===== src/hw/rtl/ddpl_pkg.sv =====
// ----------------------------------------------------------------------------
// ddpl_pkg
// Shared types and constants for the dequantizing dot-product logit block:
// payload structs, configuration register indexes and controller commands.
// ----------------------------------------------------------------------------
package ddpl_pkg;

    localparam int FEAT_IDX_W = 10;
    localparam int VALUE_W    = 16;
    localparam int SCALE_W    = 24;
    localparam int LOGIT_W    = 32;
    localparam int ACC_W      = 48;
    localparam int EMBED_W    = 11;
    localparam int CFG_IDX_W  = 1;
    localparam int CFG_DATA_W = 11;

    // Operand width of the shared signed multiplier.
    localparam int MUL_W      = 25;
    localparam int PROD_W     = 2 * MUL_W;

    localparam logic [CFG_IDX_W-1:0] CFG_QUANT_MODE  = 1'b0;
    localparam logic [CFG_IDX_W-1:0] CFG_EMBED_WIDTH = 1'b1;

    localparam logic FUNC_LOAD_HIDDEN  = 1'b0;
    localparam logic FUNC_APPLY_WEIGHT = 1'b1;

    localparam logic [EMBED_W-1:0] EMBED_WIDTH_RESET = 11'd768;

    typedef struct packed {
        logic                        func;
        logic [FEAT_IDX_W-1:0]       feature_index;
        logic signed [VALUE_W-1:0]   hidden_value;
        logic signed [VALUE_W-1:0]   weight_value;
        logic [SCALE_W-1:0]          row_scale;
    } t_in_item;

    typedef struct packed {
        logic signed [LOGIT_W-1:0]   logit;
        logic                        saturated;
    } t_out_item;

    // Controller to datapath.
    typedef struct packed {
        logic load_in;
        logic calc_idx;
        logic mem_write;
        logic mem_read;
        logic mul_prod;
        logic acc_update;
        logic mul_lo;
        logic mul_hi;
        logic load_out;
    } t_dp_cmd;

    // Datapath to controller.
    typedef struct packed {
        logic is_hidden;
        logic is_last;
        logic quant;
        logic out_free;
    } t_dp_stat;

endpackage


===== src/hw/rtl/ddpl_ctrl.sv =====
// ----------------------------------------------------------------------------
// ddpl_ctrl
// Sequencer that steps one item at a time through index reduction, hidden
// store access, multiply, accumulate and the row-end scaling.
// ----------------------------------------------------------------------------
module ddpl_ctrl (
    input  logic               i_clk,
    input  logic               i_rst_n,
    input  logic               i_in_valid,
    output logic               o_in_ready,
    input  ddpl_pkg::t_dp_stat i_stat,
    output ddpl_pkg::t_dp_cmd  o_cmd
);

    typedef enum logic [2:0] {
        ST_IDLE,
        ST_IDX,
        ST_MEM,
        ST_MUL,
        ST_ACC,
        ST_SLO,
        ST_SHI,
        ST_FIN
    } t_state;

    t_state r_state;

    always_ff @(posedge i_clk) begin
        if (!i_rst_n) begin
            r_state <= ST_IDLE;
        end else begin
            case (r_state)
                ST_IDLE: begin
                    if (i_in_valid) begin
                        r_state <= ST_IDX;
                    end
                end
                ST_IDX: begin
                    r_state <= ST_MEM;
                end
                ST_MEM: begin
                    r_state <= i_stat.is_hidden ? ST_IDLE : ST_MUL;
                end
                ST_MUL: begin
                    r_state <= ST_ACC;
                end
                ST_ACC: begin
                    if (!i_stat.is_last) begin
                        r_state <= ST_IDLE;
                    end else if (i_stat.quant) begin
                        r_state <= ST_SLO;
                    end else begin
                        r_state <= ST_FIN;
                    end
                end
                ST_SLO: begin
                    r_state <= ST_SHI;
                end
                ST_SHI: begin
                    r_state <= ST_FIN;
                end
                ST_FIN: begin
                    if (i_stat.out_free) begin
                        r_state <= ST_IDLE;
                    end
                end
                default: begin
                    r_state <= ST_IDLE;
                end
            endcase
        end
    end

    assign o_in_ready = (r_state == ST_IDLE);

    always_comb begin
        o_cmd            = '0;
        o_cmd.load_in    = (r_state == ST_IDLE) && i_in_valid;
        o_cmd.calc_idx   = (r_state == ST_IDX);
        o_cmd.mem_write  = (r_state == ST_MEM) && i_stat.is_hidden;
        o_cmd.mem_read   = (r_state == ST_MEM) && !i_stat.is_hidden;
        o_cmd.mul_prod   = (r_state == ST_MUL);
        o_cmd.acc_update = (r_state == ST_ACC);
        o_cmd.mul_lo     = (r_state == ST_SLO);
        o_cmd.mul_hi     = (r_state == ST_SHI);
        o_cmd.load_out   = (r_state == ST_FIN) && i_stat.out_free;
    end

endmodule


===== config.mk =====
export PLATFORM = sky130hd
export DESIGN_NAME = ddpl_ctrl
export DESIGN_NICKNAME = d
export VERILOG_FILES = /design/src/hw/rtl/ddpl_pkg.sv /design/src/hw/rtl/ddpl_ctrl.sv
export SDC_FILE = /design/constraint.sdc
export NUM_CORES = 1
export LEC_CHECK = 0
export ABC_AREA = 1
export ABC_CLOCK_PERIOD_IN_PS = 1300
export BUFFER_PORTS_ARGS = -buffer_cell sky130_fd_sc_hd__buf_4
export CAP_MARGIN = 20
export CORE_AREA = 5 5 42 44
export DETAILED_ROUTE_END_ITERATION = 8
export DIE_AREA = 0 0 47 49
export PLACE_DENSITY = 0.52
export SLEW_MARGIN = 20
export SYNTH_ARGS = -nofsm -noshare
export SYNTH_HDL_FRONTEND = slang
export SYNTH_SLANG_ARGS = --single-unit

===== constraint.sdc =====
create_clock -name i_clk -period 1.3 [get_ports i_clk]
set_input_delay 0.195 -clock i_clk [delete_from_list [all_inputs] [get_ports i_clk]]
set_output_delay 0.195 -clock i_clk [all_outputs]
set_load 0.02 [all_outputs]

# == Yosys cells after proc, flatten, opt, wreduce, memory -nomap -nowiden ==
# Cells that the tools add are included.
# totals
reg_bits,3
latchBits,0
ram_bits,0
romBits,0
out_inout_bits,10
n_memories,0
# op_classes
add_sub_neg,0
multipliers,0
div,0
magnitude_cmp,0
n_eq_ne,9
shifts,0
n_mux,6
bitwise_logic,0
n_reduce_logical,7
# ops
operator,count
case mux 3 bit (8 select lines),1
"== test 3 bit, second input constant",4
two-way mux 3 bit,3
"== test 3 x 2 -> 1 bit, second input constant",2
logical AND 1 bit,4
two-way mux 2 bit,2
"inequality test 2 bit, second input constant",2
"== test 3 x 1 -> 1 bit, second input constant",1
logical NOT 3 bit,1
AND reduction 2 bit,1
logical NOT 1 bit,1

# == Longest topological paths before layout ==
# Gate-level depths: netlist of the first run.
# depth
word_depth,3
mapped_depth,8
ltp_nobuf,7

# == Least setup slack after synthesis of the first run ==
# No wires, ideal clock.
# synth_timing
path_kind,reg-to-output
from,register r_state[1]
to,output o_cmd[6] (netlist name)
arrival_ns,1.163
path_slack_ns,-0.058
path_stages_with_launch,4
path_cell_list,dfxtp_1 > buf_6 > inv_6 > nor4_1
# synth_rtl
element,line_no,source
from (decl),ddpl_ctrl.sv:26,t_state r_state;
from (signal assigned),ddpl_ctrl.sv:42,r_state <= i_stat.is_hidden ? ST_IDLE : ST_MUL;
to (decl),ddpl_ctrl.sv:12,output ddpl_pkg::t_dp_cmd o_cmd

==> results.md, run 1 <==
- Status: finished, final reports clean
- Synth-to-layout area growth: 55.8%
- Fmax: 809 MHz
- Synthesized area: 332 µm²
- Post-synth top area share: 0.181
- Worst path slowest cell: dfxtp_4
- Worst IR Drop VDD: 0.000831 V
- CTS clk-pin slew, worst paths: 40 ps
- Met1 GRT Util: 0.101
- Syn Area/Cell: 6.38 µm²
- H-Tree Depth: 1
- Vias in the first global route: 304
- Gr usage total: 0.0675
- Max Buffers Root-to-Sink: 2
- Worst path bufs/invs: 1
- DRT Pass-1 Iters: 3
- Int Power: 326 µW
- First-pass GRT wire length: 1200 µm
- Largest net degree at the start of global routing: 11
- Detailed Route Iter0 Violations: 5
- Area leader, netlist: dfxtp_1
- DRT antenna net count: 0
- Ant. Diodes: 0
- Crit-path max cell delay: 390 ps
- Slew @ Worst Pin: 200 ps
- Leakage power: 0.000311 µW
- Fin. max-slew vios: 0
- Total Power: 547 µW
- Grt met2 use: 0.0928
- CTS Sinks: 3
- Regs by FF count: r_state (3)
- Biggest register: r_state
- Row count: 14
- CTS tree: built
- Seq/Total Area, Yosys: 0.181
- Routed WL: 764 µm
- Initial antenna violation count: 0
- Sequential fraction of design power: 0.286
- Detailed placement HPWL: 616 µm
- Ys Warns: 0
- CP Launch Type: flop
- Final Net Count: 79
- Setup_tns: 0 ps
- Number of max-cap violations: 0
- HP Class: in2reg
- CTS buffer count: 3
- Slew margin rel.: 0.866
- Number of I/O port buffers: 16
- Fill cell count: 157
- Root Buffer: clkbuf_4
- Sw Ratio: 0.404
- Die Span X: 47 µm
- # DRC: 0
- Die Area: 2300 µm²
- GRT overflow: 0
- DIE HEIGHT: 49 µm
- Syn Nets: 59
- Final GP Congestion: 0.688
- Comb power frac: 0.424
- Crit share post-route: 0.951
- Synth Instances: 52
- Core footprint: 1400 µm²
- Crit path kind: reg2out
- GRT Max-Usage Layer: met1
- Hold Worst Slack: 168 ps
- DR vias: 352
- Share of cells above drive strength 1: 0.535
- P_sw: 221 µW
- Critical Path RT: 1110 ps
- Worst-skew pair later-pin latency: 230 ps
- Commonest non-fill, non-tap cell in the layout: buf_4
- # IOs: 17
- Pwr Density: 1060 nW/µm²
- Clock skew: 5.32 ps
- Clock share of power: 0.291
- Final min period: 1240 ps
- Detailed-route wire length per cell: 8.78 µm
- RSZ-0062 raised after global routing: true
- FF+latch count, synth: 3
- Post-synth cell types: 20
- Met3 Track Usage GR: 0.0221
- DR vias/cell: 4.05
- CP Capture Type: output port
- Initial Util: 0.237
- Critical-path cell list: nor4_4 -> buf_4
- Crit path max fanout: 10
- Top Family by Delay on Critical Path: flip-flops
- Arrival time at the worst endpoint: 1040 ps
- Commonest non-fill, non-tap cells in the layout: buf_4, inv_1, nand3_1
- Max FFs per register: 3
- Final hold violations: 0
- Synth area leaders: dfxtp_1, inv_1, buf_6
- # setup viols final: 0
-- power by group through the flow --
stage / clock network, µW / registers [µW] / logic (µW)
after detailed placement: 0 / 149 / 216
after global placement: 0 / 150 / 217
final: 159 / 156 / 232
after CTS: 165 / 151 / 217
after floorplan: 0 / 111 / 198
after global routing: 171 / 160 / 258
-- kinds of logic after synthesis --
logic type             count (synthesis)  synth area share
buffers and inverters                 20             0.317
AND/OR/NAND/NOR                       27             0.449
flip-flops                             3             0.181
AO/OA/AOI/OAI                          2            0.0528
-- cell usage after synthesis --
library cell and number:
inv_1 13, nand3_1 6, nor2_1 6, nand2_1 4, buf_6 3, dfxtp_1 3
nor2_2 3, nand3_2 2, clkinv_1 1, inv_2 1, inv_4 1, inv_6 1
nand2_2 1, nand3b_1 1, nand4_1 1, nor2_4 1, nor3_1 1, nor4_1 1
o211ai_2 1, o21ai_1 1
-- metal layers --
metal / vias up / wire length (µm)
li1: 192 / -
met1: 150 / 366
met2: 10 / 353
met3: 0 / 43
met4: 0 / 0
met5: - / 0
-- timing repair --
item,4_1_cts,5_1_grt
buffers inserted,0,2
gates resized for setup,4,9
endpoints found under the setup margin,10,7
cloned,0,0
pin swaps,0,1
hold buffers,0,0
-- metrics by stage --
step	cells	utilization	instance area, µm²	worst slack, ps
floorplan	52	-	338	168
global placement	81	0.317	444	60.0
detailed placement	81	0.317	444	77.9
CTS	85	0.340	477	11.4
global route	87	0.369	517	0.127
finish	87	0.369	517	63.2
-- worst min-delay path, cell delays in order --
cell	delay (ps)
buf_4	90
nand2_1	50
inv_1	40
-- final cells by class --
class / count / area [µm²] / share of cell area
timing repair buffer: 18 / 139 / 0.269
inverter: 17 / 71.3 / 0.138
multi-input combinational: 29 / 189 / 0.366
tap: 16 / 20.0 / 0.0387
clock buffer: 4 / 26.3 / 0.0508
sequential: 3 / 71.3 / 0.138
-- path summary, 6_finish.rpt --
check        slack, ps  cells past startpoint  startpoint          to
max                 60                      2  r_state[0]    o_cmd[6]
min                170                      3     i_rst_n  r_state[2]
max reg2reg        270                      7  r_state[1]  r_state[1]
min reg2reg        730                      4  r_state[2]  r_state[0]
Note: power is estimated with default switching activity, not from simulation.
==> inputs of run 2 (changes only) <==
Settings changed: ABC_CLOCK_PERIOD_IN_PS 1300 to 1400.
Clock period 1.3 ns to 1.4 ns, I/O delays scaled along.
==> run 2 against run 1 <==
Core utilization shrank 3.3 points. Final area shrank 9.0%. Global-route usage up 0.070 points. Worst hold slack better by 12 ps. Via count down 3.4%. Sequential share of layout area up 0.29 points. Die area unchanged. Clock power fell by 6%. Sequential power is 12% lower. Largest cell class unchanged. Highest routed layer unchanged.
==> results.md, run 2 (same netlist as run 1, synthesis figures left out) <==
- Commonest non-fill, non-tap cells in the layout: buf_4, inv_1, nor2_1, nand3_1, nand2_1 (was buf_4, inv_1, nand3_1)
- Status: finished, final reports clean (unchanged)
- Die Span X: 47 µm (unchanged)
- Final min period: 1300 ps
- Core footprint: 1400 µm² (unchanged)
- Setup Buffers After CTS: 0 (unchanged)
- Ant. Diodes: 0 (unchanged)
- CTS Sinks: 3 (unchanged)
- Root Buffer: clkbuf_4 (unchanged)
- Regs by FF count: r_state (3) (unchanged)
- Detailed-route wire length per cell: 8.33 µm (was 8.78 µm)
- Max FFs per register: 3 (unchanged)
- Final hold violations: 0 (unchanged)
- Final GP Congestion: 0.741 (was 0.688)
- Pwr Density: 1020 nW/µm² (was 1060 nW/µm²)
- Clock skew: 3.87 ps (was 5.32 ps)
- Leakage power: 0.000299 µW (was 0.000311 µW)
- First-pass GRT wire length: 1080 µm (was 1200 µm)
- RSZ-0062 raised after global routing: false (was true)
- DR vias/cell: 4.00 (was 4.05)
- Max Buffers Root-to-Sink: 2 (unchanged)
- Row count: 14 (unchanged)
- Gr usage total: 0.0682 (was 0.0675)
- Detailed Route Iter0 Violations: 4 (was 5)
- Commonest non-fill, non-tap cell in the layout: buf_4 (unchanged)
- Slew margin rel.: 0.854 (was 0.866)
- # IOs: 17 (unchanged)
- Routed WL: 708 µm (was 764 µm)
- Die Area: 2300 µm² (unchanged)
- Fin. max-slew vios: 0 (unchanged)
- Total Power: 481 µW (was 547 µW)
- Crit share post-route: 0.928
- DRT antenna net count: 0 (unchanged)
- Worst-skew pair later-pin latency: 230 ps (about the same)
- Critical Path RT: 1190 ps (was 1110 ps)
- Crit path max fanout: 8 (was 10)
- DRT Pass-1 Iters: 4 (was 3)
- HP Class: in2reg (unchanged)
- Top layer reached by signal wires: met3 (unchanged)
- H-Tree Depth: 1 (unchanged)
- Worst IR Drop VDD: 0.000385 V (was 0.000831 V)
- Setup_tns: 0 ps (unchanged)
- WL met1: 338 µm (was 366 µm)
- CTS clk-pin slew, worst paths: 40 ps (about the same)
- Share of cells above drive strength 1: 0.478 (was 0.535)
- Met3 routed wirelength: 75 µm (was 43 µm)
- Met2 wire length: 294 µm (was 353 µm)
- DIE HEIGHT: 49 µm (unchanged)
- CP Launch Type: flop (unchanged)
- Fill cell count: 165 (was 157)
- Fmax: 770 MHz
- Number of max-cap violations: 0 (unchanged)
- # DRC: 0 (unchanged)
- Slew @ Worst Pin: 218 ps (was 200 ps)
- CP Capture Type: output port (unchanged)
- Largest net degree at the start of global routing: 11 (unchanged)
- Number of I/O port buffers: 16 (unchanged)
- Arrival time at the worst endpoint: 1090 ps (was 1040 ps)
- # setup viols final: 0 (unchanged)
- Vias in the first global route: 281 (was 304)
- CTS tree: built (unchanged)
- GRT overflow: 0 (unchanged)
- Biggest register: r_state (unchanged)
- Core Util, Final: 0.336 (was 0.369)
- Final Net Count: 77 (was 79)
- Synth-to-layout area growth: 41.9% (was 55.8%)
- CTS buffer count: 3 (unchanged)
- Crit path kind: reg2out (unchanged)
- Initial Util: 0.237 (unchanged)
- Initial antenna violation count: 0 (unchanged)
- Detailed placement HPWL: 593 µm (was 616 µm)
- DR vias: 340 (was 352)
==> run 2: cell types whose count changed in the layout (fill, tap and decap cells not counted), sizes merged <==
cell | before | now
buf | 18 | 16
==> run 2: through the flow <==
stage / worst slack [ps] / cell area [µm²] / instances / hold WS, ps
4_1_cts: 23.5 / 467 / 85 / 176
3_5_place_dp: 163 / 438 / 81 / 417
2_1_floorplan: 27.4 / 332 / 52 / 308
6_report: 101 / 470 / 85 / 181
5_1_grt: 15.2 / 470 / 85 / 195
3_3_place_gp: 187 / 438 / 81 / 419
==> run 2: power by group <==
part           switching, µW  leakage (µW)  internal [µW]
Combinational            111      0.000258           83.7
Sequential              36.5     0.0000261            101
Clock                   42.4     0.0000150            107
==> run 2: area by class of cell <==
type,instances,area (µm²),area share
multi-input cells,29,166,0.354
clock buffers,4,26.3,0.0559
well taps,16,20.0,0.0426
inverters,17,71.3,0.152
repair buffers,16,120,0.255
flip-flops and latches,3,66.3,0.141
==> run 2: repair_timing <==
action | CTS | global route
resized for setup | 2 | 2
hold buffers | 0 | 0
endpoints found under the hold margin | 0 | 0
endpoints found under the setup margin | 4 | 9
==> run 2: critical path, stage by stage, from the launching register on <==
cell	delay [ps]
dfxtp_4	410
inv_6	50
nor4_1	220
buf_4	180
==> run 2: worst paths after layout <==
check | startpoint | endpoint | slack (ps) | depth (start not counted)
worst max-delay path | r_state[1] | o_cmd[6] | 100 | 3
worst max register to register | r_state[2] | r_state[2] | 400 | 6
worst min-delay path | i_rst_n | r_state[2] | 180 | 3
worst min register to register | r_state[2] | r_state[2] | 680 | 4
==> run 2: per-layer routing <==
metal  GRT usage  up-vias
li1            -      188
met1      0.0919      139
met2      0.0724       13
met3      0.0185        0
met4      0.0829        0
met5           0        -
==> inputs of run 3 (changes only) <==
Settings changed: ABC_CLOCK_PERIOD_IN_PS 1400 to 1350, RECOVER_POWER from default to 25.
Clock period 1.4 ns to 1.35 ns, I/O delays scaled along.
==> run 3 against run 2 <==
Highest routed layer unchanged. Final area grew 4.5%. Die area stayed put. Via count up 1.8%. Core utilization is 1.5 points higher. Clock skew grew 3.8 ps. Largest power group unchanged. First-iteration DRC count is the same. Global-route usage is 0.49 points higher. Critical path type unchanged. Clock-buffer cell count is the same. Combinational power is 11% higher. Critical path depth unchanged. Sequential power increased by 8%. Sequential cell count did not move.
==> results.md, run 3 (same netlist as run 1, synthesis figures left out) <==
- Share of cells above drive strength 1: 0.500 (was 0.478)
- Max Buffers Root-to-Sink: 2 (unchanged)
- Final min period: 1290 ps
- Vias in the first global route: 300 (was 281)
- Fmax: 778 MHz
- Crit-path max cell delay: 410 ps (about the same)
- Hold-critical path depth: 3 (unchanged)
- Biggest register: r_state (unchanged)
- Synth-to-layout area growth: 48.3% (was 41.9%)
- H-Tree Depth: 1 (unchanged)
- Crit share post-route: 0.952
- Hold Path Origin: i_rst_n (unchanged)
- Regs by FF count: r_state (3) (unchanged)
- # setup viols final: 0 (unchanged)
- Fin. max-slew vios: 0 (unchanged)
- Worst path bufs/invs: 2 (unchanged)
- Gr usage total: 0.0731 (was 0.0682)
- Detailed-route wire length per cell: 8.87 µm (was 8.33 µm)
- GRT overflow: 0 (unchanged)
- Crit path kind: reg2out (unchanged)
- CP Launch Type: flop (unchanged)
- Die Span X: 47 µm (unchanged)
- Leakage power: 0.000307 µW (was 0.000299 µW)
- Launching point of the worst reg2reg path: r_state[2] (unchanged)
- Max FFs per register: 3 (unchanged)
- Reg2Reg Capture Point: r_state[2] (unchanged)
- # DRC: 0 (unchanged)
- Worst-skew pair later-pin latency: 230 ps (about the same)
- Top Family by Delay on Critical Path: flip-flops (unchanged)
- Slew margin rel.: 0.851 (was 0.854)
- Row count: 14 (unchanged)
- DR vias/cell: 4.02 (was 4.00)
- R2r setup slk: 330 ps (was 400 ps)
- DR vias: 346 (was 340)
- Commonest non-fill, non-tap cell in the layout: buf_4 (unchanged)
- CTS Sinks: 3 (unchanged)
- Detailed Route Iter0 Violations: 4 (unchanged)
- Status: finished, final reports clean (unchanged)
- Pwr Density: 1060 nW/µm² (was 1020 nW/µm²)
- Clock skew: 7.68 ps (was 3.87 ps)
- Final non-filler cell area: 492 µm² (was 470 µm²)
- Worst path slowest cell: dfxtp_4 (unchanged)
- Initial antenna violation count: 0 (unchanged)
- Hold Path Sink: r_state[2] (unchanged)
- Arrival time at the worst endpoint: 1080 ps (was 1090 ps)
- Hold_buf cts: 0 (unchanged)
- CP Capture Type: output port (unchanged)
- RSZ-0062 raised after global routing: true (was false)
- Crit path max fanout: 7 (was 8)
- DRT antenna net count: 0 (unchanged)
- Ant. Diodes: 0 (unchanged)
- First-pass GRT wire length: 1220 µm (was 1080 µm)
- Routed WL: 763 µm (was 708 µm)
- Worst IR Drop VDD: 0.000487 V (was 0.000385 V)
- Placed cell area: 444 µm² (was 438 µm²)
- Largest net degree at the start of global routing: 11 (unchanged)
- CTS tree: built (unchanged)
- CTS buffer count: 3 (unchanged)
- DIE HEIGHT: 49 µm (unchanged)
- R2r worst-path depth: 6 (unchanged)
- # IOs: 17 (unchanged)
- Initial Util: 0.237 (unchanged)
- Slew @ Worst Pin: 224 ps (was 218 ps)
- Setup_tns: 0 ps (unchanged)
- Number of I/O port buffers: 16 (unchanged)
- CTS clk-pin slew, worst paths: 40 ps (about the same)
- Final hold violations: 0 (unchanged)
- Die Area: 2300 µm² (unchanged)
- Detailed placement HPWL: 616 µm (was 593 µm)
- Commonest non-fill, non-tap cells in the layout: buf_4, inv_1, nor2_1, nand3_1, nand2_1 (unchanged)
- Final GP Congestion: 0.688 (was 0.741)
- Core footprint: 1400 µm² (unchanged)
- Number of max-cap violations: 0 (unchanged)
- Critical-path cell list: inv_6 -> nor4_2 -> buf_4 (was inv_6 -> nor4_1 -> buf_4)
- DRT Pass-1 Iters: 3 (was 4)
- Final Net Count: 78 (was 77)
- Root Buffer: clkbuf_4 (unchanged)
- Total Power: 522 µW (was 481 µW)
- Critical Path RT: 1150 ps (was 1190 ps)
- HP Class: in2reg (unchanged)
[run 3: cell count changes in the layout (fill, tap and decap cells not counted)]
cell	before	now
nor2_2	3	2
nor2_4	1	2
nor4_2	0	1
dfxtp_2	2	1
nor4_1	1	0
dfxtp_4	1	2
buf_4	16	17
[run 3: routing by layer]
metal	track usage	vias up	share of wire
met5	0	-	0
met4	0.0415	0	0
met3	0.0443	0	0.096
met2	0.0905	14	0.46
met1	0.0939	143	0.44
li1	-	189	-
[run 3: through the flow]
step	hold slack (ps)	worst slack, ps	utilization	cells
global route	184	-27.5	0.351	86
detailed placement	409	111	0.317	81
floorplan	300	211	-	52
global placement	409	103	0.317	81
finish	179	64.7	0.351	86
CTS	164	3.17	0.338	85
[run 3: worst max path at each step]
stage,start,endpoint,slack [ps],cells after the start
CTS,r_state[1],o_cmd[6],3,3
finish,r_state[1],o_cmd[6],60,3
global placement,r_state[1],o_cmd[6],100,3
detailed placement,r_state[1],o_cmd[6],110,3
floorplan,r_state[1],o_cmd[6],210,3
global route,r_state[1],o_cmd[6],-30,3
[run 3: power breakdown]
group	internal [µW]	switching (µW)	leakage, µW	total (µW)
clock	111	46.7	0.0000150	157
sequential	106	42.3	0.0000264	148
combinational	95.8	120	0.000265	216
total	313	209	0.000307	522
[run 3: cell type report]
| type | count | area [µm²] |
|---|---|---|
| fillers | 158 | 910 |
| multi-input cells | 29 | 178 |
| repair buffers | 17 | 128 |
| inverters | 17 | 71.3 |
| flip-flops and latches | 3 | 68.8 |
| clock buffers | 4 | 26.3 |
| well taps | 16 | 20.0 |
[run 3: what timing repair did]
item / CTS / global route
resized for setup: 3 / 3
setup buffers: 0 / 1
setup endpoints to repair: 10 / 3
[run 3: worst min-delay path: stages]
cell and delay, ps:
buf_4 90, nand2_1 40, inv_1 50
